**src/sv/clock_page_replacement_defines.svh**
```systemverilog
// ----------------------------------------------------------------------------
// clock_page_replacement_defines.svh
// Assertion macros shared by the clock page replacement block.
// ----------------------------------------------------------------------------
`ifndef CLOCK_PAGE_REPLACEMENT_DEFINES_SVH
`define CLOCK_PAGE_REPLACEMENT_DEFINES_SVH

// Same-cycle implication, checked on clk_i, off while in reset
`define CPR_ASSERT_NOW(lbl, ante, cons, msg) \
  lbl: assert property (@(posedge clk_i) disable iff (!rst_ni) (ante) |-> (cons)) \
    else $error(msg);

// Next-cycle implication, checked on clk_i, off while in reset
`define CPR_ASSERT_NEXT(lbl, ante, cons, msg) \
  lbl: assert property (@(posedge clk_i) disable iff (!rst_ni) (ante) |=> (cons)) \
    else $error(msg);

`endif

```
**src/sv/cpr_pkg.sv**
```systemverilog
// ----------------------------------------------------------------------------
// cpr_pkg
// Types, codes and helpers of the clock page replacement block.
// ----------------------------------------------------------------------------
package cpr_pkg;

  // Frame table size and derived widths
  localparam int FRAMES     = 32;
  localparam int SLOT_W     = $clog2(FRAMES);
  localparam int FIFO_DEPTH = 2;

  // Request field widths
  localparam int OP_W   = 3;
  localparam int SLOTF_W = 5;
  localparam int KIND_W = 2;
  localparam int ACT_W  = 2;
  localparam int STAT_W = 2;

  typedef enum logic [OP_W-1:0] {
    OP_INSERT = 3'd0,
    OP_REMOVE = 3'd1,
    OP_TOUCH  = 3'd2,
    OP_PIN    = 3'd3,
    OP_EVICT  = 3'd4
  } op_e;

  typedef enum logic [KIND_W-1:0] {
    KIND_EXEC = 2'd0,
    KIND_FILE = 2'd1,
    KIND_ANON = 2'd2
  } kind_e;

  typedef enum logic [STAT_W-1:0] {
    ST_OK      = 2'd0,
    ST_EMPTY   = 2'd1,
    ST_PINNED  = 2'd2,
    ST_BADSLOT = 2'd3
  } status_e;

  typedef enum logic [ACT_W-1:0] {
    ACT_DISCARD = 2'd0,
    ACT_WRITE   = 2'd1,
    ACT_SWAP    = 2'd2
  } action_e;

  // Classified command handed from front to back
  typedef enum logic [2:0] {
    CMD_INSERT  = 3'd0,
    CMD_REMOVE  = 3'd1,
    CMD_TOUCH   = 3'd2,
    CMD_PIN     = 3'd3,
    CMD_EVICT   = 3'd4,
    CMD_BADSLOT = 3'd5,
    CMD_NOP     = 3'd6
  } cmd_e;

  typedef struct packed {
    cmd_e              cmd;
    logic [SLOTF_W-1:0] slot;
    logic [KIND_W-1:0] kind;
    logic              is_write;
    logic              pin_value;
  } cmd_t;

  // Back-end status seen by the top level
  typedef struct packed {
    logic scanning;
    logic hand_started;
  } bk_stat_t;

  // Eviction action from page kind and dirty mark
  function automatic action_e action_for(logic [KIND_W-1:0] kind, logic dirty);
    action_e act;
    act = ACT_DISCARD;
    if (kind == KIND_FILE && dirty) begin
      act = ACT_WRITE;
    end else if (kind == KIND_ANON || (kind == KIND_EXEC && dirty)) begin
      act = ACT_SWAP;
    end
    return act;
  endfunction

endpackage

```
**src/sv/cpr_if.sv**
```systemverilog
// ----------------------------------------------------------------------------
// cpr_if
// Request and response channels with valid/ready handshake.
// ----------------------------------------------------------------------------
interface cpr_req_if;
  import cpr_pkg::*;

  logic               valid;
  logic               ready;
  logic [OP_W-1:0]    op;
  logic [SLOTF_W-1:0] slot;
  logic [KIND_W-1:0]  page_kind;
  logic               is_write;
  logic               pin_value;

  modport source (output valid, output op, output slot, output page_kind,
                  output is_write, output pin_value, input ready);
  modport sink   (input valid, input op, input slot, input page_kind,
                  input is_write, input pin_value, output ready);
endinterface

interface cpr_rsp_if;
  import cpr_pkg::*;

  logic               valid;
  logic               ready;
  logic [SLOTF_W-1:0] victim_slot;
  logic [ACT_W-1:0]   action;
  logic [STAT_W-1:0]  status;

  modport source (output valid, output victim_slot, output action,
                  output status, input ready);
  modport sink   (input valid, input victim_slot, input action,
                  input status, output ready);
endinterface

```
**src/sv/cpr_front.sv**
```systemverilog
// ----------------------------------------------------------------------------
// cpr_front
// Accepts requests and classifies them into commands for the back end.
// ----------------------------------------------------------------------------
module cpr_front (
  cpr_req_if.sink      req_i,
  output logic         push_valid_o,
  input  logic         push_ready_i,
  output cpr_pkg::cmd_t push_data_o
);
  import cpr_pkg::*;

  logic in_range;

  // Slots past the table are rejected up front
  assign in_range = int'(req_i.slot) < FRAMES;

  assign req_i.ready  = push_ready_i;
  assign push_valid_o = req_i.valid;

  // Classify op code and slot range
  always_comb begin
    push_data_o.slot      = req_i.slot;
    push_data_o.kind      = req_i.page_kind;
    push_data_o.is_write  = req_i.is_write;
    push_data_o.pin_value = req_i.pin_value;
    case (req_i.op)
      OP_INSERT: push_data_o.cmd = in_range ? CMD_INSERT : CMD_BADSLOT;
      OP_REMOVE: push_data_o.cmd = in_range ? CMD_REMOVE : CMD_BADSLOT;
      OP_TOUCH:  push_data_o.cmd = in_range ? CMD_TOUCH  : CMD_BADSLOT;
      OP_PIN:    push_data_o.cmd = in_range ? CMD_PIN    : CMD_BADSLOT;
      OP_EVICT:  push_data_o.cmd = CMD_EVICT;
      default:   push_data_o.cmd = CMD_NOP;
    endcase
  end

endmodule

```
**src/sv/cpr_fifo.sv**
```systemverilog
// ----------------------------------------------------------------------------
// cpr_fifo
// Short command queue between front and back end.
// ----------------------------------------------------------------------------
module cpr_fifo (
  input  logic          clk_i,
  input  logic          rst_ni,
  input  logic          push_valid_i,
  output logic          push_ready_o,
  input  cpr_pkg::cmd_t push_data_i,
  output logic          pop_valid_o,
  input  logic          pop_ready_i,
  output cpr_pkg::cmd_t pop_data_o
);
  import cpr_pkg::*;

  localparam int PTR_W = (FIFO_DEPTH > 1) ? $clog2(FIFO_DEPTH) : 1;
  localparam int CNT_W = $clog2(FIFO_DEPTH + 1);

  cmd_t             mem_q [FIFO_DEPTH];
  logic [PTR_W-1:0] wr_ptr_q, wr_ptr_d;
  logic [PTR_W-1:0] rd_ptr_q, rd_ptr_d;
  logic [CNT_W-1:0] cnt_q, cnt_d;
  logic             do_push, do_pop;

  assign push_ready_o = cnt_q != CNT_W'(FIFO_DEPTH);
  assign pop_valid_o  = cnt_q != '0;
  assign pop_data_o   = mem_q[rd_ptr_q];
  assign do_push      = push_valid_i && push_ready_o;
  assign do_pop       = pop_valid_o && pop_ready_i;

  // Pointer and count update with wrap
  always_comb begin
    wr_ptr_d = wr_ptr_q;
    rd_ptr_d = rd_ptr_q;
    cnt_d    = cnt_q;
    if (do_push) begin
      wr_ptr_d = (wr_ptr_q == PTR_W'(FIFO_DEPTH - 1)) ? '0 : wr_ptr_q + 1'b1;
    end
    if (do_pop) begin
      rd_ptr_d = (rd_ptr_q == PTR_W'(FIFO_DEPTH - 1)) ? '0 : rd_ptr_q + 1'b1;
    end
    if (do_push && !do_pop) begin
      cnt_d = cnt_q + 1'b1;
    end else if (do_pop && !do_push) begin
      cnt_d = cnt_q - 1'b1;
    end
  end

  always_ff @(posedge clk_i or negedge rst_ni) begin
    if (!rst_ni) begin
      wr_ptr_q <= '0;
      rd_ptr_q <= '0;
      cnt_q    <= '0;
    end else begin
      wr_ptr_q <= wr_ptr_d;
      rd_ptr_q <= rd_ptr_d;
      cnt_q    <= cnt_d;
    end
  end

  // Storage, no reset needed
  always_ff @(posedge clk_i) begin
    if (do_push) begin
      mem_q[wr_ptr_q] <= push_data_i;
    end
  end

endmodule

```
**src/sv/cpr_back.sv**
```systemverilog
// ----------------------------------------------------------------------------
// cpr_back
// Frame table, clock hand and eviction scan; registers one response.
// ----------------------------------------------------------------------------
module cpr_back (
  input  logic             clk_i,
  input  logic             rst_ni,
  input  logic             pop_valid_i,
  output logic             pop_ready_o,
  input  cpr_pkg::cmd_t    pop_data_i,
  cpr_rsp_if.source        rsp_o,
  output cpr_pkg::bk_stat_t stat_o
);
  import cpr_pkg::*;

  localparam logic S_IDLE = 1'b0;
  localparam logic S_SCAN = 1'b1;

  logic              state_q, state_d;
  logic [FRAMES-1:0] valid_q, valid_d;
  logic [FRAMES-1:0] pinned_q, pinned_d;
  logic [FRAMES-1:0] acc_q, acc_d;
  logic [FRAMES-1:0] dirty_q, dirty_d;
  logic [KIND_W-1:0] kind_q [FRAMES];
  logic [SLOT_W-1:0] hand_q, hand_d;
  logic              started_q, started_d;
  logic [SLOT_W-1:0] pos_q, pos_d;

  logic               out_valid_q, out_valid_d;
  logic [SLOTF_W-1:0] out_victim_q, out_victim_d;
  action_e            out_act_q, out_act_d;
  status_e            out_stat_q, out_stat_d;

  logic              out_free;
  logic              kind_we;
  logic [SLOT_W-1:0] cmd_idx;
  logic [SLOT_W-1:0] pos_next;
  logic [SLOT_W-1:0] hand_next;
  logic              any_valid, any_free;

  assign out_free  = !out_valid_q || rsp_o.ready;
  assign cmd_idx   = SLOT_W'(pop_data_i.slot);
  assign pos_next  = (pos_q == SLOT_W'(FRAMES - 1)) ? '0 : pos_q + 1'b1;
  assign hand_next = (hand_q == SLOT_W'(FRAMES - 1)) ? '0 : hand_q + 1'b1;
  assign any_valid = |valid_q;
  assign any_free  = |(valid_q & ~pinned_q);

  assign pop_ready_o = (state_q == S_IDLE) && out_free;
  assign kind_we     = pop_valid_i && pop_ready_o && pop_data_i.cmd == CMD_INSERT;

  // Command execution and scan control
  always_comb begin
    state_d      = state_q;
    valid_d      = valid_q;
    pinned_d     = pinned_q;
    acc_d        = acc_q;
    dirty_d      = dirty_q;
    hand_d       = hand_q;
    started_d    = started_q;
    pos_d        = pos_q;
    out_valid_d  = out_valid_q && !rsp_o.ready;
    out_victim_d = out_victim_q;
    out_act_d    = out_act_q;
    out_stat_d   = out_stat_q;

    case (state_q)
      S_IDLE: begin
        if (pop_valid_i && out_free) begin
          // default response: all zero
          out_valid_d  = 1'b1;
          out_victim_d = '0;
          out_act_d    = ACT_DISCARD;
          out_stat_d   = ST_OK;
          case (pop_data_i.cmd)
            CMD_INSERT: begin
              valid_d[cmd_idx]  = 1'b1;
              pinned_d[cmd_idx] = 1'b0;
              acc_d[cmd_idx]    = 1'b0;
              dirty_d[cmd_idx]  = 1'b0;
            end
            CMD_REMOVE, CMD_TOUCH, CMD_PIN: begin
              if (!valid_q[cmd_idx]) begin
                out_stat_d = ST_BADSLOT;
              end else if (pop_data_i.cmd == CMD_REMOVE) begin
                valid_d[cmd_idx]  = 1'b0;
                pinned_d[cmd_idx] = 1'b0;
                acc_d[cmd_idx]    = 1'b0;
                dirty_d[cmd_idx]  = 1'b0;
              end else if (pop_data_i.cmd == CMD_TOUCH) begin
                acc_d[cmd_idx] = 1'b1;
                if (pop_data_i.is_write) begin
                  dirty_d[cmd_idx] = 1'b1;
                end
              end else begin
                pinned_d[cmd_idx] = pop_data_i.pin_value;
              end
            end
            CMD_EVICT: begin
              if (!any_valid) begin
                out_stat_d = ST_EMPTY;
              end else if (!any_free) begin
                out_stat_d = ST_PINNED;
              end else begin
                // response comes when the scan finds a victim
                out_valid_d = 1'b0;
                state_d     = S_SCAN;
                pos_d       = started_q ? hand_next : '0;
              end
            end
            CMD_BADSLOT: out_stat_d = ST_BADSLOT;
            default: ;
          endcase
        end
      end
      S_SCAN: begin
        if (!valid_q[pos_q] || pinned_q[pos_q]) begin
          pos_d = pos_next;
        end else if (acc_q[pos_q]) begin
          // second chance
          acc_d[pos_q] = 1'b0;
          pos_d        = pos_next;
        end else begin
          out_valid_d   = 1'b1;
          out_victim_d  = SLOTF_W'(pos_q);
          out_act_d     = action_for(kind_q[pos_q], dirty_q[pos_q]);
          out_stat_d    = ST_OK;
          valid_d[pos_q]  = 1'b0;
          pinned_d[pos_q] = 1'b0;
          acc_d[pos_q]    = 1'b0;
          dirty_d[pos_q]  = 1'b0;
          hand_d        = pos_q;
          started_d     = 1'b1;
          state_d       = S_IDLE;
        end
      end
      default: state_d = S_IDLE;
    endcase
  end

  always_ff @(posedge clk_i or negedge rst_ni) begin
    if (!rst_ni) begin
      state_q     <= S_IDLE;
      valid_q     <= '0;
      pinned_q    <= '0;
      acc_q       <= '0;
      dirty_q     <= '0;
      hand_q      <= '0;
      started_q   <= 1'b0;
      pos_q       <= '0;
      out_valid_q <= 1'b0;
    end else begin
      state_q     <= state_d;
      valid_q     <= valid_d;
      pinned_q    <= pinned_d;
      acc_q       <= acc_d;
      dirty_q     <= dirty_d;
      hand_q      <= hand_d;
      started_q   <= started_d;
      pos_q       <= pos_d;
      out_valid_q <= out_valid_d;
    end
  end

  // Response payload and page kinds, no reset
  always_ff @(posedge clk_i) begin
    out_victim_q <= out_victim_d;
    out_act_q    <= out_act_d;
    out_stat_q   <= out_stat_d;
    if (kind_we) begin
      kind_q[cmd_idx] <= pop_data_i.kind;
    end
  end

  assign rsp_o.valid       = out_valid_q;
  assign rsp_o.victim_slot = out_victim_q;
  assign rsp_o.action      = out_act_q;
  assign rsp_o.status      = out_stat_q;

  assign stat_o.scanning     = state_q == S_SCAN;
  assign stat_o.hand_started = started_q;

endmodule

```
**src/sv/clock_page_replacement.sv**
```systemverilog
// A request is queued on acceptance; its response is registered once the back end takes it.
// Evict adds a scan of one slot per cycle from the slot after the hand, or slot 0 before any evict.
// Throughput: one request per cycle for non-evict ops while responses are taken, set by the single back-end port.
// Reset: all marks, the hand and the queue clear at once; page kinds stay unset, no sweep.
// ----------------------------------------------------------------------------
// clock_page_replacement
// Clock second-chance frame replacement: front classifier, queue, back end.
// ----------------------------------------------------------------------------
`include "clock_page_replacement_defines.svh"

module clock_page_replacement (
  input  logic      clk_i,
  input  logic      rst_ni,
  cpr_req_if.sink   req_i,
  cpr_rsp_if.source rsp_o
);
  import cpr_pkg::*;

  logic     push_valid, push_ready;
  cmd_t     push_data;
  logic     pop_valid, pop_ready;
  cmd_t     pop_data;
  bk_stat_t bk_stat;

  cpr_front u_front (
    .req_i        (req_i),
    .push_valid_o (push_valid),
    .push_ready_i (push_ready),
    .push_data_o  (push_data)
  );

  cpr_fifo u_fifo (
    .clk_i        (clk_i),
    .rst_ni       (rst_ni),
    .push_valid_i (push_valid),
    .push_ready_o (push_ready),
    .push_data_i  (push_data),
    .pop_valid_o  (pop_valid),
    .pop_ready_i  (pop_ready),
    .pop_data_o   (pop_data)
  );

  cpr_back u_back (
    .clk_i       (clk_i),
    .rst_ni      (rst_ni),
    .pop_valid_i (pop_valid),
    .pop_ready_o (pop_ready),
    .pop_data_i  (pop_data),
    .rsp_o       (rsp_o),
    .stat_o      (bk_stat)
  );

  // Checks
  `CPR_ASSERT_NOW(a_scan_no_rsp, bk_stat.scanning, !rsp_o.valid, "response during scan")
  `CPR_ASSERT_NEXT(a_req_queued, req_i.valid && req_i.ready, pop_valid, "request lost")
  `CPR_ASSERT_NOW(a_hand_evict, $rose(bk_stat.hand_started),
                  rsp_o.valid && rsp_o.status == ST_OK, "hand placed without victim")
  `CPR_ASSERT_NOW(a_fail_zero,
                  rsp_o.valid && (rsp_o.status == ST_EMPTY || rsp_o.status == ST_PINNED),
                  rsp_o.victim_slot == '0 && rsp_o.action == ACT_DISCARD,
                  "failed evict not zero")

endmodule
```
**src/flat_wrapper.sv**
```systemverilog
// flat-port wrapper written by rule: the top's interface ports become plain ports
module clock_page_replacement_flat import cpr_pkg::*;
  (clk_i, rst_ni, req_i_valid, req_i_op, req_i_slot, req_i_page_kind, req_i_is_write, req_i_pin_value, req_i_ready, rsp_o_valid, rsp_o_victim_slot, rsp_o_action, rsp_o_status, rsp_o_ready);
  cpr_req_if req_i_i ();
  cpr_rsp_if rsp_o_i ();
  input  logic clk_i;
  input  logic rst_ni;
  input wire logic [$bits(req_i_i.valid)-1:0] req_i_valid;
  input wire logic [$bits(req_i_i.op)-1:0] req_i_op;
  input wire logic [$bits(req_i_i.slot)-1:0] req_i_slot;
  input wire logic [$bits(req_i_i.page_kind)-1:0] req_i_page_kind;
  input wire logic [$bits(req_i_i.is_write)-1:0] req_i_is_write;
  input wire logic [$bits(req_i_i.pin_value)-1:0] req_i_pin_value;
  output wire logic [$bits(req_i_i.ready)-1:0] req_i_ready;
  output wire logic [$bits(rsp_o_i.valid)-1:0] rsp_o_valid;
  output wire logic [$bits(rsp_o_i.victim_slot)-1:0] rsp_o_victim_slot;
  output wire logic [$bits(rsp_o_i.action)-1:0] rsp_o_action;
  output wire logic [$bits(rsp_o_i.status)-1:0] rsp_o_status;
  input wire logic [$bits(rsp_o_i.ready)-1:0] rsp_o_ready;
  assign req_i_i.valid = req_i_valid;
  assign req_i_i.op = req_i_op;
  assign req_i_i.slot = req_i_slot;
  assign req_i_i.page_kind = req_i_page_kind;
  assign req_i_i.is_write = req_i_is_write;
  assign req_i_i.pin_value = req_i_pin_value;
  assign req_i_ready = req_i_i.ready;
  assign rsp_o_valid = rsp_o_i.valid;
  assign rsp_o_victim_slot = rsp_o_i.victim_slot;
  assign rsp_o_action = rsp_o_i.action;
  assign rsp_o_status = rsp_o_i.status;
  assign rsp_o_i.ready = rsp_o_ready;
  clock_page_replacement u_core (.clk_i(clk_i), .rst_ni(rst_ni), .req_i(req_i_i), .rsp_o(rsp_o_i));
endmodule
```
**config.mk**
```make
export PLATFORM = sky130hd
export DESIGN_NAME = clock_page_replacement_flat
export DESIGN_NICKNAME = d
export VERILOG_FILES = /design/src/sv/cpr_pkg.sv /design/src/sv/cpr_if.sv /design/src/sv/cpr_front.sv /design/src/sv/cpr_fifo.sv /design/src/sv/cpr_back.sv /design/src/sv/clock_page_replacement.sv /design/src/flat_wrapper.sv
export VERILOG_INCLUDE_DIRS = /design/src /design/src/sv
export SDC_FILE = /design/constraint.sdc
export NUM_CORES = 1
export LEC_CHECK = 0
export BUFFER_PORTS_ARGS = -buffer_cell sky130_fd_sc_hd__clkbuf_2
export CAP_MARGIN = 20
export CORE_MARGIN = 2
export CORE_UTILIZATION = 50
export DETAILED_ROUTE_END_ITERATION = 6
export GPL_TIMING_DRIVEN = 0
export HOLD_SLACK_MARGIN = 0.15
export PLACE_DENSITY = 0.67
export SYNTH_ARGS = -nofsm -noshare
export SYNTH_HDL_FRONTEND = slang
export SYNTH_HIERARCHICAL = 1
export SYNTH_SLANG_ARGS = --single-unit
```
**constraint.sdc**
```tcl
create_clock -name clk_i -period 3.9 [get_ports clk_i]
set_input_delay 0.39 -clock clk_i [delete_from_list [all_inputs] [get_ports clk_i]]
set_output_delay 0.39 -clock clk_i [all_outputs]
set_load 0.03 [all_outputs]
```
== Word level (Yosys, flattened, before mapping) ==
Memory sizes are Yosys's and may differ from the RTL's.
Cells that the tools add are included.

* Memories: 2
* Register bits: 154
* Output and inout port bits: 11
* Memory bits (writable): 88
* Logic and storage cells: 204
* Input bits: 16

{| class="wikitable"
|+ Memory list
! name !! depth !! width !! read ports !! clocked after memory_dff !! write ports !! line !! RTL
|-
| u_core.u_back.kind_q || 32 || 2 || 1 || 0 || 1 || cpr_back.sv:24 || <nowiki>logic [KIND_W-1:0] kind_q [FRAMES];</nowiki>
|-
| u_core.u_fifo.mem_q || 2 || 12 || 1 || 0 || 1 || cpr_fifo.sv:20 || <nowiki>cmd_t mem_q [FIFO_DEPTH];</nowiki>
|}

* $add $sub $neg: 6
* $lt $le $gt $ge: 4
* Reductions and logical operators: 35
* Eq/ne operators: 27
* Bitwise gates (word level): 18
* Muxes and demuxes: 97

{| class="wikitable"
|+ Operator list
! cell !! count
|-
| $mux W32 || 23
|-
| $pmux W32 S2 || 8
|-
| $and A32 B32 Y32 || 9
|-
| $not A32 Y32 || 3
|-
| $or A32 B32 Y32 || 3
|-
| $reduce_or A32 Y1 || 2
|-
| $mux W5 || 12
|-
| $bwmux W32 || 1
|-
| $mux W2 || 13
|-
| $bmux W1 S5 || 5
|-
| $mux W1 || 25
|-
| $pmux W5 S2 || 2
|-
| $pmux W3 S5 || 1
|-
| $eq A3 B2 Y1 const B || 4
|-
| $logic_and A1 B1 Y1 || 12
|-
| $lt A5 B6 Y1 const B || 2
|-
| $reduce_and A6 Y1 || 2
|-
| $add A5 B1 Y5 const B || 2
|-
| $demux W1 S5 || 2
|-
| $eq A5 B5 Y1 const B || 2
|-
| $ge A5 B1 Y1 const B || 2
|-
| $ne A2 B2 Y1 const B || 5
|-
| $reduce_and A5 Y1 || 2
|-
| $eq A3 B3 Y1 const B || 3
|-
| 23 further kinds || 42
|}

== Depth between registers and ports, before layout ==
Gate-level depths: netlist of the first run.
An unclocked memory read counts as a cell.

* Depth after elaboration: 13
* Depth in mapped cells: 14
* Depth with buffers taken out: 9

== By module ==
The synthesis of the first run kept the hierarchy.

{| class="wikitable"
|+ By module, submodules not included
! module !! instances !! cells each !! seq. area each (µm²) !! area each (µm²)
|-
| cpr_back || 1 || 1386 || 5720.5 || 12849.8
|-
| cpr_fifo || 1 || 55 || 820.8 || 1078.5
|-
| cpr_front || 1 || 14 || 0.0 || 100.1
|}

== Least setup slack after synthesis of the first run ==
Ideal clock, no wire load.

* Path type: register to register
* From: reg u_core.u_fifo.rd_ptr_q
* To: reg (tool-made name)
* Arrival: 3063 ps
* Clock period less this slack: 3184 ps
* Cell stages (with the launch flop): 13
* Library setup time: 121 ps
* Path slack: 716 ps
* Cells stage by stage: dfrtp_1 buf_6 mux2_2 clkbuf_1 buf_2 buf_2 mux4_2 a22oi_1 nand4_1 a32oi_4 buf_4 a21oi_1 o22a_1

{| class="wikitable"
|+ RTL lines
! what !! line !! RTL
|-
| start, declared || cpr_fifo.sv:22 || <nowiki>logic [PTR_W-1:0] rd_ptr_q, rd_ptr_d;</nowiki>
|-
| start signal, assigned || cpr_fifo.sv:57 || <nowiki>rd_ptr_q <= rd_ptr_d;</nowiki>
|}

==> insert_results.sql, run 1 <==
INSERT INTO impl_metrics (metric_group, metric, value, unit) VALUES
('sta', 'final-max-slew-violation-count', '0', ''),
('clocking', 'numClockSinks', '242', ''),
('detailed_routing', 'detail_route.wl_per_cell', '28.8', 'µm'),
('placement', 'dpl.hpwl', '41900', 'µm'),
('logic_synthesis', 'postSynthCellCount', '1453', ''),
('logic_synthesis', 'yosysWarningCount', '6', ''),
('sta', 'hold_viol', '0', ''),
('detailed_routing', 'detail_route.first_pass.iterations', '5', ''),
('clocking', 'cts_tree', 'done', ''),
('sta', 'finalSetupViolCount', '1', ''),
('sta', 'rsz0062_at_grt', 'no', ''),
('sta', 'tightestPinTransition', '1050', 'ps'),
('grt', 'grt_pass1_vias', '12500', ''),
('grt', 'antenna_found_initial', '0', ''),
('grt', 'global_route_wire_length_before_repair', '80300', 'µm'),
('outcome', 'status', 'finished with violations', ''),
('worst_setup_path', 'crit_fanout', '10', ''),
('placement', 'place.gp.congestion', '1.04', ''),
('floorplan', 'design.die.area', '29400', 'µm²'),
('final_layout', 'finish.net_count', '1544', ''),
('sta', 'finalWorstPathRequiredPeriod', '3910', 'ps'),
('floorplan', 'std_cell_rows', '61', ''),
('final_layout', 'syn2layout_area_growth', '12.8', '%'),
('detailed_routing', 'starting_drt_drc_count', '2109', ''),
('floorplan', 'initial_core_util', '50.6', '%'),
('logic_synthesis', 'synth.cell_area', '14000', 'µm²'),
('job', 'max_capacitance_violation_count', '0', ''),
('detailed_routing', 'drc', '0', ''),
('final_layout', 'diodes', '0', ''),
('hold_path', 'hp-class', 'primary input to flop', ''),
('sta', 'max_freq', '256', 'MHz'),
('placement', 'numPortBuffers', '16', ''),
('worst_setup_path', 'cp.required', '4360', 'ps'),
('clocking', 'path_clk_slew', '70', 'ps'),
('sta', 'finalCritPeriodShare', '100', '%'),
('floorplan', 'dieWidth', '171', 'µm'),
('grt', 'grt_use_total', '37.8', '%'),
('logic_synthesis', 'post_synth.cell_area_avg', '9.64', 'µm²'),
('worst_setup_path', 'start_kind', 'flop', ''),
('detailed_routing', 'drtAntennaViolNets', '0', ''),
('logic_synthesis', 'synth_nets', '1477', ''),
('clocking', 'clock_insertion_delay_worst_skew', '580', 'ps'),
('sta', 'clock-skew-final', '24.3', 'ps'),
('clocking', 'cts_inserted_buffers', '27', ''),
('power', 'peak_supply_drop', '0.328', 'mV'),
('worst_setup_path', 'setup.worst_path.end_class', 'flop', ''),
('floorplan', 'core_footprint', '27700', 'µm²'),
('sta', 'setup_total_neg_slack', '-7.20', 'ps'),
('detailed_routing', 'route.final.wire_length', '55300', 'µm'),
('clocking', 'htreeDepth', '1', ''),
('sta', 'max-slew-margin-rel', '29.6', '%'),
('detailed_routing', 'vias_per_cell', '6.92', ''),
('floorplan', 'dieHeight', '171', 'µm'),
('power', 'pwr_density_cell', '394', 'nW/µm²'),
('floorplan', 'top_level_port_count', '27', ''),
('worst_setup_path', 'worst-setup-path-type', 'flop to flop', ''),
('power', 'leakage', '6.23', 'nW'),
('final_layout', 'drive_above_1_share', '12.5', '%'),
('detailed_routing', 'detailroute.via_count', '13300', ''),
('clocking', 'cts-root-to-sink-buffers', '3', ''),
('worst_setup_path', 'crit_arrival', '4370', 'ps'),
('final_layout', 'utilization', '57.1', '%'),
('grt', 'grt_max_degree', '74', ''),
('outcome', 'violations', 'setup timing', ''),
('sta', 'post-route-worst-setup-slack', '-7.20', 'ps'),
('clocking', 'cts_root_buffer', 'clkbuf_16', ''),
('grt', 'global_route.overflow_total', '0', '');
## power breakdown
group          switching, mW  leakage, nW  internal [mW]
sequential            0.0295         2.88           2.76
combinational          0.573         2.91          0.200
clock                   1.14        0.435           1.53
total                   1.74         6.23           4.49
## cell usage in the layout (no fill, tap or decap), types with 5 or more instances in the layout
cell and instances:
a211o_1 5, a21o_1 15, a21oi_1 61, a221oi_1 7
a22oi_1 16, a31oi_1 32, a32oi_1 14, and2_1 9
buf_2 22, buf_4 18, clkbuf_1 72, clkbuf_16 27
clkbuf_2 24, clkinvlp_4 6, dfrtp_1 145, dlygate4sd3_1 15
edfxtp_1 97, ha_1 8, inv_1 41, mux2_2 17
mux2i_1 61, mux4_2 28, nand2_1 138, nand2b_1 13
nand3_1 13, nand4_1 5, nor2_1 167, nor2b_1 13
nor3_1 15, nor4_1 16, o21ai_0 157, o21ai_1 5
o221ai_1 6, o22a_1 21, o22ai_1 48, o31ai_1 85
or4bb_1 6
## cell type report
class | instances | area [µm²]
Sequential cell | 242 | 6540
Inverter | 41 | 154
Multi-Input combinational cell | 1046 | 6790
Fill cell | 2465 | 11900
Clock buffer | 32 | 714
Tap cell | 378 | 473
Timing Repair Buffer | 38 | 337
Buffer | 124 | 594
Clock inverter | 18 | 205
## what timing repair did
| item | 4_1_cts | 5_1_grt |
|---|---|---|
| pin swaps | 2 | 1 |
| hold buffers | 15 | 0 |
| endpoints found under the hold margin | 98 | 0 |
| setup endpoints to repair | 128 | 116 |
| gates resized for setup | 6 | 26 |
| setup buffers | 4 | 1 |
## routing by layer
| layer | GRT usage, % | vias to the layer above | share of wire (%) |
|---|---|---|---|
| li1 | - | 5584 | - |
| met1 | 50.9 | 6503 | 38 |
| met2 | 57.9 | 1000 | 44 |
| met3 | 9.13 | 194 | 12 |
| met4 | 17.9 | 0 | 5.6 |
| met5 | 0 | - | 0 |
## worst paths after layout
path,slack [ps],start,cells past startpoint,to
setup / recovery,-7,u_core/u_back/pos_q[1],12,flop
hold / removal,190,req_i_op[0],2,u_core/u_fifo/mem_q[0][9]
setup reg to reg,-7,u_core/u_back/pos_q[1],12,flop
hold reg to reg,500,u_core/u_fifo/wr_ptr_q,1,u_core/u_fifo/wr_ptr_q
max in group asynchronous,2700,rst_ni,3,asynchronous set/reset pin
min in group asynchronous,390,rst_ni,2,asynchronous set/reset pin
## worst max-delay path: stages, from the launching register on
cell      delay, ps
dfrtp_1         410
buf_2           170
buf_6           210
buf_2           380
buf_4           360
buf_2           360
clkbuf_4        340
inv_1           160
ha_1            360
clkbuf_2        360
a32oi_1         430
o21ai_0         120
o21ai_0         100
## stage by stage
step | total power, mW | cells | hold WS, ps | cell area (µm²) | setup slack (ps)
floorplan | 3.27 | 1453 | 94.4 | 14000 | 716
global placement | 3.53 | 1847 | 479 | 14600 | -477
global route | 6.41 | 1919 | 203 | 15800 | 5.16
finish | 6.23 | 1919 | 191 | 15800 | -7.20
CTS | 6.22 | 1917 | 172 | 15700 | 19.3
detailed placement | 3.55 | 1848 | 444 | 14600 | -525
No activity file was read; power rests on OpenSTA's default activity.
==> run 2, diff against run 1 <==
--- a/config.mk
+++ b/config.mk
@@ -6,14 +6,14 @@
 export SDC_FILE = /design/constraint.sdc
 export NUM_CORES = 1
 export LEC_CHECK = 0
-export BUFFER_PORTS_ARGS = -buffer_cell sky130_fd_sc_hd__clkbuf_2
 export CAP_MARGIN = 20
 export CORE_MARGIN = 2
 export CORE_UTILIZATION = 50
 export DETAILED_ROUTE_END_ITERATION = 6
+export DONT_BUFFER_PORTS = 1
 export GPL_TIMING_DRIVEN = 0
 export HOLD_SLACK_MARGIN = 0.15
-export PLACE_DENSITY = 0.67
+export PLACE_DENSITY = 0.66
 export SYNTH_ARGS = -nofsm -noshare
 export SYNTH_HDL_FRONTEND = slang
 export SYNTH_HIERARCHICAL = 1
==> insert_results.sql, run 2 (same netlist as run 1, synthesis figures left out) <==
INSERT INTO impl_metrics (metric_group, metric, value, unit) VALUES
('worst_setup_path', 'timing.rr.start', 'u_core/u_back/pos_q[1]', ''),
('power', 'pwr_density_cell', '394', 'nW/µm²'),
('clocking', 'clock_insertion_delay_worst_skew', '580', 'ps'),
('detailed_routing', 'detail_route.first_pass.iterations', '5', ''),
('clocking', 'cts_inserted_buffers', '28', ''),
('placement', 'numPortBuffers', '0', ''),
('floorplan', 'std_cell_rows', '61', ''),
('grt', 'global_route.overflow_total', '0', ''),
('sta', 'finalSetupViolCount', '0', ''),
('outcome', 'status', 'completed', ''),
('sta', 'max-slew-margin-rel', '35.8', '%'),
('grt', 'global_route_wire_length_before_repair', '81200', 'µm'),
('detailed_routing', 'detailroute.via_count', '13100', ''),
('grt', 'global_route.usage.met1', '51.5', '%'),
('sta', 'rsz0062_at_grt', 'no', ''),
('power', 'swShare', '28.0', '%'),
('grt', 'grt_max_degree', '146', ''),
('worst_setup_path', 'setup.worst_path.end_class', 'flop', ''),
('detailed_routing', 'drc', '0', ''),
('power', 'proportion_of_power_drawn_by_combinational_gates', '12.4', '%'),
('sta', 'setup_total_neg_slack', '0', 'ps'),
('detailed_routing', 'drtAntennaViolNets', '0', ''),
('sta', 'hold_viol', '0', ''),
('floorplan', 'top_level_port_count', '27', ''),
('power', 'peak_supply_drop', '0.300', 'mV'),
('sta', 'finalCritPeriodShare', '99.9', '%'),
('floorplan', 'core_footprint', '27700', 'µm²'),
('placement', 'place.gp.congestion', '1.05', ''),
('grt', 'gr-max-usage-layer', 'met2', ''),
('detailed_routing', 'starting_drt_drc_count', '1850', ''),
('worst_setup_path', 'r2r.worst_path.cells', '12', ''),
('worst_setup_path', 'crit_fanout', '10', ''),
('hold_path', 'hp-class', 'flop to flop', ''),
('clocking', 'cts_root_buffer', 'clkbuf_16', ''),
('power', 'share_clk_of_total_power', '42.7', '%'),
('sta', 'finalWorstPathRequiredPeriod', '3900', 'ps'),
('clocking', 'numClockSinks', '242', ''),
('final_layout', 'finish.net_count', '1530', ''),
('floorplan', 'dieHeight', '171', 'µm'),
('final_layout', 'diodes', '0', ''),
('worst_setup_path', 'cp.required', '4370', 'ps'),
('detailed_routing', 'vias_per_cell', '6.89', ''),
('detailed_routing', 'route.final.wire_length', '56300', 'µm'),
('power', 'internal_power', '4.48', 'mW'),
('floorplan', 'dieWidth', '171', 'µm'),
('clocking', 'htreeDepth', '1', ''),
('detailed_routing', 'detail_route.wl_per_cell', '29.6', 'µm'),
('job', 'max_capacitance_violation_count', '0', ''),
('final_layout', 'drive_above_1_share', '11.8', '%'),
('grt', 'antenna_found_initial', '1', ''),
('final_layout', 'leading_cell_type_in_the_layout_fill_and_taps_excluded', 'nor2_1', ''),
('floorplan', 'initial_core_util', '50.6', '%'),
('clocking', 'cts-root-to-sink-buffers', '3', ''),
('placement', 'dpl.hpwl', '42900', 'µm'),
('clocking', 'cts_tree', 'done', ''),
('worst_setup_path', 'crit_arrival', '4370', 'ps'),
('final_layout', 'syn2layout_area_growth', '12.5', '%'),
('worst_setup_path', 'start_kind', 'flop', ''),
('power', 'leakage', '6.19', 'nW'),
('grt', 'grtUsageMet2', '59.2', '%'),
('floorplan', 'design.die.area', '29400', 'µm²'),
('placement', 'detailedPlace.worstSlack', '-734', 'ps'),
('grt', 'grt_use_total', '38.5', '%'),
('power', 'post-layout-total-power', '6.22', 'mW'),
('power', 'sequentialPowerShare', '44.9', '%'),
('worst_setup_path', 'setup.reg_to_reg.worst_slack', '3', 'ps'),
('final_layout', 'layout.cells.most_common_list', 'nor2_1 (167), o21ai_0 (157), dfrtp_1 (145)', ''),
('sta', 'max_freq', '257', 'MHz'),
('worst_setup_path', 'timing.critical_path.from', 'u_core/u_back/pos_q[1]', ''),
('worst_setup_path', 'worst-setup-path-type', 'flop to flop', ''),
('sta', 'post-route-worst-setup-slack', '3.05', 'ps'),
('sta', 'tightestPinTransition', '960', 'ps'),
('sta', 'final-max-slew-violation-count', '0', ''),
('clocking', 'path_clk_slew', '60', 'ps'),
('grt', 'met3_usage', '9.46', '%'),
('grt', 'grt_pass1_vias', '12600', ''),
('power', 'p_switching', '1.74', 'mW'),
('sta', 'clock-skew-final', '18.9', 'ps');
==> run 2: cell types whose count changed in the layout (fill, tap and decap cells not counted), sizes merged <==
cell         change
buf              +1
bufinv           -2
clkbuf          -12
clkinv           +6
clkinvlp         -4
dlygate4sd3      +1
inv              -3
==> run 2: through the flow <==
step	std cells	util, %	instance area [µm²]	hold WS, ps
finish	1906	56.9	15800	497
global route	1906	56.9	15800	501
CTS	1904	56.6	15700	489
detailed placement	1831	52.3	14500	102
global placement	1831	52.3	14500	102
floorplan	1453	-	14000	94.4
==> run 2: how the worst min path moves through the flow <==
stage,start,slack (ps),end,depth (start not counted)
2_1_floorplan,rst_ni,90,asynchronous set/reset pin,0
4_1_cts,u_core/u_fifo/wr_ptr_q,490,u_core/u_fifo/wr_ptr_q,1
6_report,u_core/u_fifo/wr_ptr_q,500,u_core/u_fifo/wr_ptr_q,1
3_5_place_dp,rst_ni,100,asynchronous set/reset pin,0
5_1_grt,u_core/u_fifo/wr_ptr_q,500,u_core/u_fifo/wr_ptr_q,1
3_3_place_gp,rst_ni,100,asynchronous set/reset pin,0
==> run 2: repair_timing <==
action                     in CTS  in global routing
setup endpoints to repair     137                114
hold buffers                   17                  0
gates resized for setup         9                 22
hold endpoints to repair      171                  0
buffers inserted                5                  1
pin swaps                       2                  1
==> run 2: final cells by class <==
| class | instances | area (µm²) |
|---|---|---|
| clock inverter | 15 | 144 |
| sequential | 242 | 6540 |
| inverter | 41 | 154 |
| multi-input combinational | 1046 | 6800 |
| timing repair buffer | 24 | 265 |
| clock buffer | 37 | 796 |
| fill | 2474 | 11900 |
| tap | 378 | 473 |
| buffer | 123 | 592 |
==> run 2: per-layer routing <==
metal,up-vias,part of all wire [%]
met2,928,44
met4,0,5.4
li1,5549,-
met3,200,12
met1,6462,39
met5,-,0
==> run 2: worst max-delay path: stages, from the launching register on <==
cell	delay (ps)
dfrtp_1	410
buf_2	180
buf_6	200
buf_2	360
buf_4	360
buf_2	370
clkbuf_4	350
inv_1	160
ha_1	360
clkbuf_2	350
a32oi_1	430
o21ai_0	140
o21ai_0	90
==> run 2: power by group through the flow <==
stage | registers (mW) | logic, mW | clock network, mW
global route | 2.80 | 0.810 | 2.78
detailed placement | 2.84 | 0.669 | 0
floorplan | 2.84 | 0.436 | 0
global placement | 2.84 | 0.662 | 0
CTS | 2.80 | 0.736 | 2.68
finish | 2.79 | 0.769 | 2.66
==> run 3, diff against run 2 <==
==> constraint.sdc (replaced) <==
create_clock -name clk_i -period 4.1 [get_ports clk_i]
set_input_delay 0.41 -clock clk_i [delete_from_list [all_inputs] [get_ports clk_i]]
set_output_delay 0.41 -clock clk_i [all_outputs]
set_load 0.03 [all_outputs]
==> insert_results.sql, run 3 (same netlist as run 1, synthesis figures left out) <==
INSERT INTO impl_metrics (metric_group, metric, value, unit) VALUES
('floorplan', 'std_cell_rows', '61', ''),
('clocking', 'cts-root-to-sink-buffers', '3', ''),
('sta', 'max-slew-margin-rel', '34.6', '%'),
('final_layout', 'syn2layout_area_growth', '12.3', '%'),
('final_layout', 'multi_input_gate_area_in_the_final_layout', '6780', 'µm²'),
('floorplan', 'core_footprint', '27700', 'µm²'),
('power', 'proportion_of_power_drawn_by_combinational_gates', '12.3', '%'),
('sta', 'hold_viol', '0', ''),
('floorplan', 'top_level_port_count', '27', ''),
('detailed_routing', 'detail_route.first_pass.iterations', '7', ''),
('clocking', 'numClockSinks', '242', ''),
('sta', 'finalSetupViolCount', '0', ''),
('worst_setup_path', 'crit_fanout', '10', ''),
('sta', 'finalWorstPathRequiredPeriod', '4100', 'ps'),
('final_layout', 'utilization', '56.8', '%'),
('worst_setup_path', 'cpMaxStageDelayCell', 'a21oi_1', ''),
('clocking', 'clock_insertion_delay_worst_skew', '580', 'ps'),
('clocking', 'htreeDepth', '1', ''),
('power', 'swShare', '28.0', '%'),
('worst_setup_path', 'worst-setup-path-type', 'flop to flop', ''),
('sta', 'rsz0062_at_grt', 'no', ''),
('grt', 'global_route.overflow_total', '0', ''),
('detailed_routing', 'route.final.wire_length', '56100', 'µm'),
('floorplan', 'initial_core_util', '50.6', '%'),
('final_layout', 'leading_cell_type_in_the_layout_fill_and_taps_excluded', 'nor2_1', ''),
('job', 'max_capacitance_violation_count', '0', ''),
('grt', 'grt_max_degree', '146', ''),
('detailed_routing', 'vias_per_cell', '6.87', ''),
('power', 'post-layout-total-power', '5.91', 'mW'),
('detailed_routing', 'starting_drt_drc_count', '1875', ''),
('final_layout', 'drive_above_1_share', '11.4', '%'),
('detailed_routing', 'detailroute.via_count', '13100', ''),
('clocking', 'path_clk_slew', '60', 'ps'),
('floorplan', 'dieHeight', '171', 'µm'),
('power', 'share_clk_of_total_power', '42.8', '%'),
('worst_setup_path', 'crit_arrival', '4580', 'ps'),
('power', 'sequentialPowerShare', '45.0', '%'),
('detailed_routing', 'drc', '0', ''),
('final_layout', 'finish.net_count', '1532', ''),
('hold_path', 'hp-class', 'flop to flop', ''),
('worst_setup_path', 'setup.worst_path.end_class', 'flop', ''),
('sta', 'post-route-worst-setup-slack', '1.29', 'ps'),
('placement', 'dpl.hpwl', '42900', 'µm'),
('worst_setup_path', 'cp_common_cell', 'buf_2', ''),
('placement', 'detailedPlace.worstSlack', '-534', 'ps'),
('power', 'p_switching', '1.65', 'mW'),
('final_layout', 'layout.cells.most_common_list', 'nor2_1 (168), o21ai_0 (157), dfrtp_1 (145)', ''),
('floorplan', 'design.die.area', '29400', 'µm²'),
('power', 'internal_power', '4.25', 'mW'),
('grt', 'grt_use_total', '38.6', '%'),
('outcome', 'status', 'completed', ''),
('grt', 'grt_pass1_vias', '12500', ''),
('sta', 'finalCritPeriodShare', '100', '%'),
('floorplan', 'dieWidth', '171', 'µm'),
('power', 'peak_supply_drop', '0.284', 'mV'),
('placement', 'dp.cells', '1831', ''),
('sta', 'clock-skew-final', '16.4', 'ps'),
('clocking', 'cts_inserted_buffers', '28', ''),
('sta', 'final-max-slew-violation-count', '0', ''),
('detailed_routing', 'detail_route.wl_per_cell', '29.4', 'µm'),
('worst_setup_path', 'cp_slowest_stage_delay', '480', 'ps'),
('clocking', 'cts_root_buffer', 'clkbuf_16', ''),
('final_layout', 'area_used_by_sequential_logic_in_the_layout', '6540', 'µm²'),
('grt', 'antenna_found_initial', '1', ''),
('clocking', 'cts_tree', 'done', ''),
('placement', 'numPortBuffers', '0', ''),
('worst_setup_path', 'start_kind', 'flop', ''),
('sta', 'max_freq', '244', 'MHz'),
('final_layout', 'n_fill_cell', '2473', ''),
('placement', 'place.gp.congestion', '1.05', ''),
('power', 'pwr_density_cell', '375', 'nW/µm²'),
('final_layout', 'diodes', '0', ''),
('worst_setup_path', 'worstPathCellList', 'buf_2 > buf_6 > buf_2 > buf_4 > buf_2 > buf_2 > inv_1 > ha_1 > clkbuf_1 > a21oi_1 > o31ai_1 > o31ai_1', ''),
('grt', 'global_route_wire_length_before_repair', '81500', 'µm'),
('final_layout', 'post_layout_nonfiller_instances', '1908', ''),
('sta', 'tightestPinTransition', '977', 'ps'),
('detailed_routing', 'drtAntennaViolNets', '0', ''),
('power', 'leakage', '6.18', 'nW'),
('worst_setup_path', 'cp.required', '4580', 'ps');
-- run 3: changes by cell type in the layout (fill, tap and decap cells not counted), sizes merged --
cell and change:
buf +4, clkbuf -2
-- run 3: stage by stage --
stage	cell area, µm²	hold slack [ps]	setup TNS, ps
2_1_floorplan	14000	114	0
3_3_place_gp	14500	122	-41100
3_5_place_dp	14500	122	-45610
4_1_cts	15700	489	0
5_1_grt	15700	501	0
6_report	15700	496	0
-- run 3: metal layers --
layer / up-vias / part of all wire, % / track usage (%)
li1: 5555 / - / -
met1: 6445 / 39 / 51.7
met2: 912 / 44 / 59.3
met3: 196 / 12 / 9.36
met4: 0 / 5.7 / 18.3
met5: - / 0 / 0
-- run 3: power by group through the flow --
stage	clock [mW]	sequential, mW	combinational [mW]
6_report	2.53	2.66	0.725
5_1_grt	2.64	2.66	0.766
4_1_cts	2.55	2.66	0.700
3_5_place_dp	0	2.71	0.636
3_3_place_gp	0	2.70	0.630
2_1_floorplan	0	2.70	0.415
-- run 3: timing repair --
item | CTS | global route
pin swaps | 2 | 1
setup endpoints to repair | 127 | 87
hold endpoints to repair | 171 | 0
gates cloned | 0 | 0
hold buffers | 17 | 0
resized for setup | 1 | 22
buffers inserted | 5 | 2
-- run 3: cell type report --
cell class,instances,share of cell area (%)
buffer,124,3.70
clock buffer,37,5.05
clock inverter,15,0.914
inverter,41,0.978
multi-input combinational,1046,43.1
sequential,242,41.6
tap,378,3.00
timing repair buffer,25,1.73
-- run 3: worst paths after layout --
path,from,cells after the start,slack (ps),endpoint
worst max-delay path,u_core/u_back/pos_q[1],12,1,flop
worst min-delay path,u_core/u_fifo/wr_ptr_q,1,500,u_core/u_fifo/wr_ptr_q
worst max register to register,u_core/u_back/pos_q[1],12,1,flop
worst min register to register,u_core/u_fifo/wr_ptr_q,1,500,u_core/u_fifo/wr_ptr_q
max in group asynchronous,rst_ni,2,3000,asynchronous set/reset pin
min in group asynchronous,rst_ni,2,530,asynchronous set/reset pin
-- run 3: critical path: cells and delay by family (launching register included) --
kind | cells | cell delay (ps)
AO/OA/AOI/OAI | 3 | 700
adder cells (fa/ha/maj) | 1 | 360
buffers and inverters | 8 | 2490
flip-flops | 1 | 410
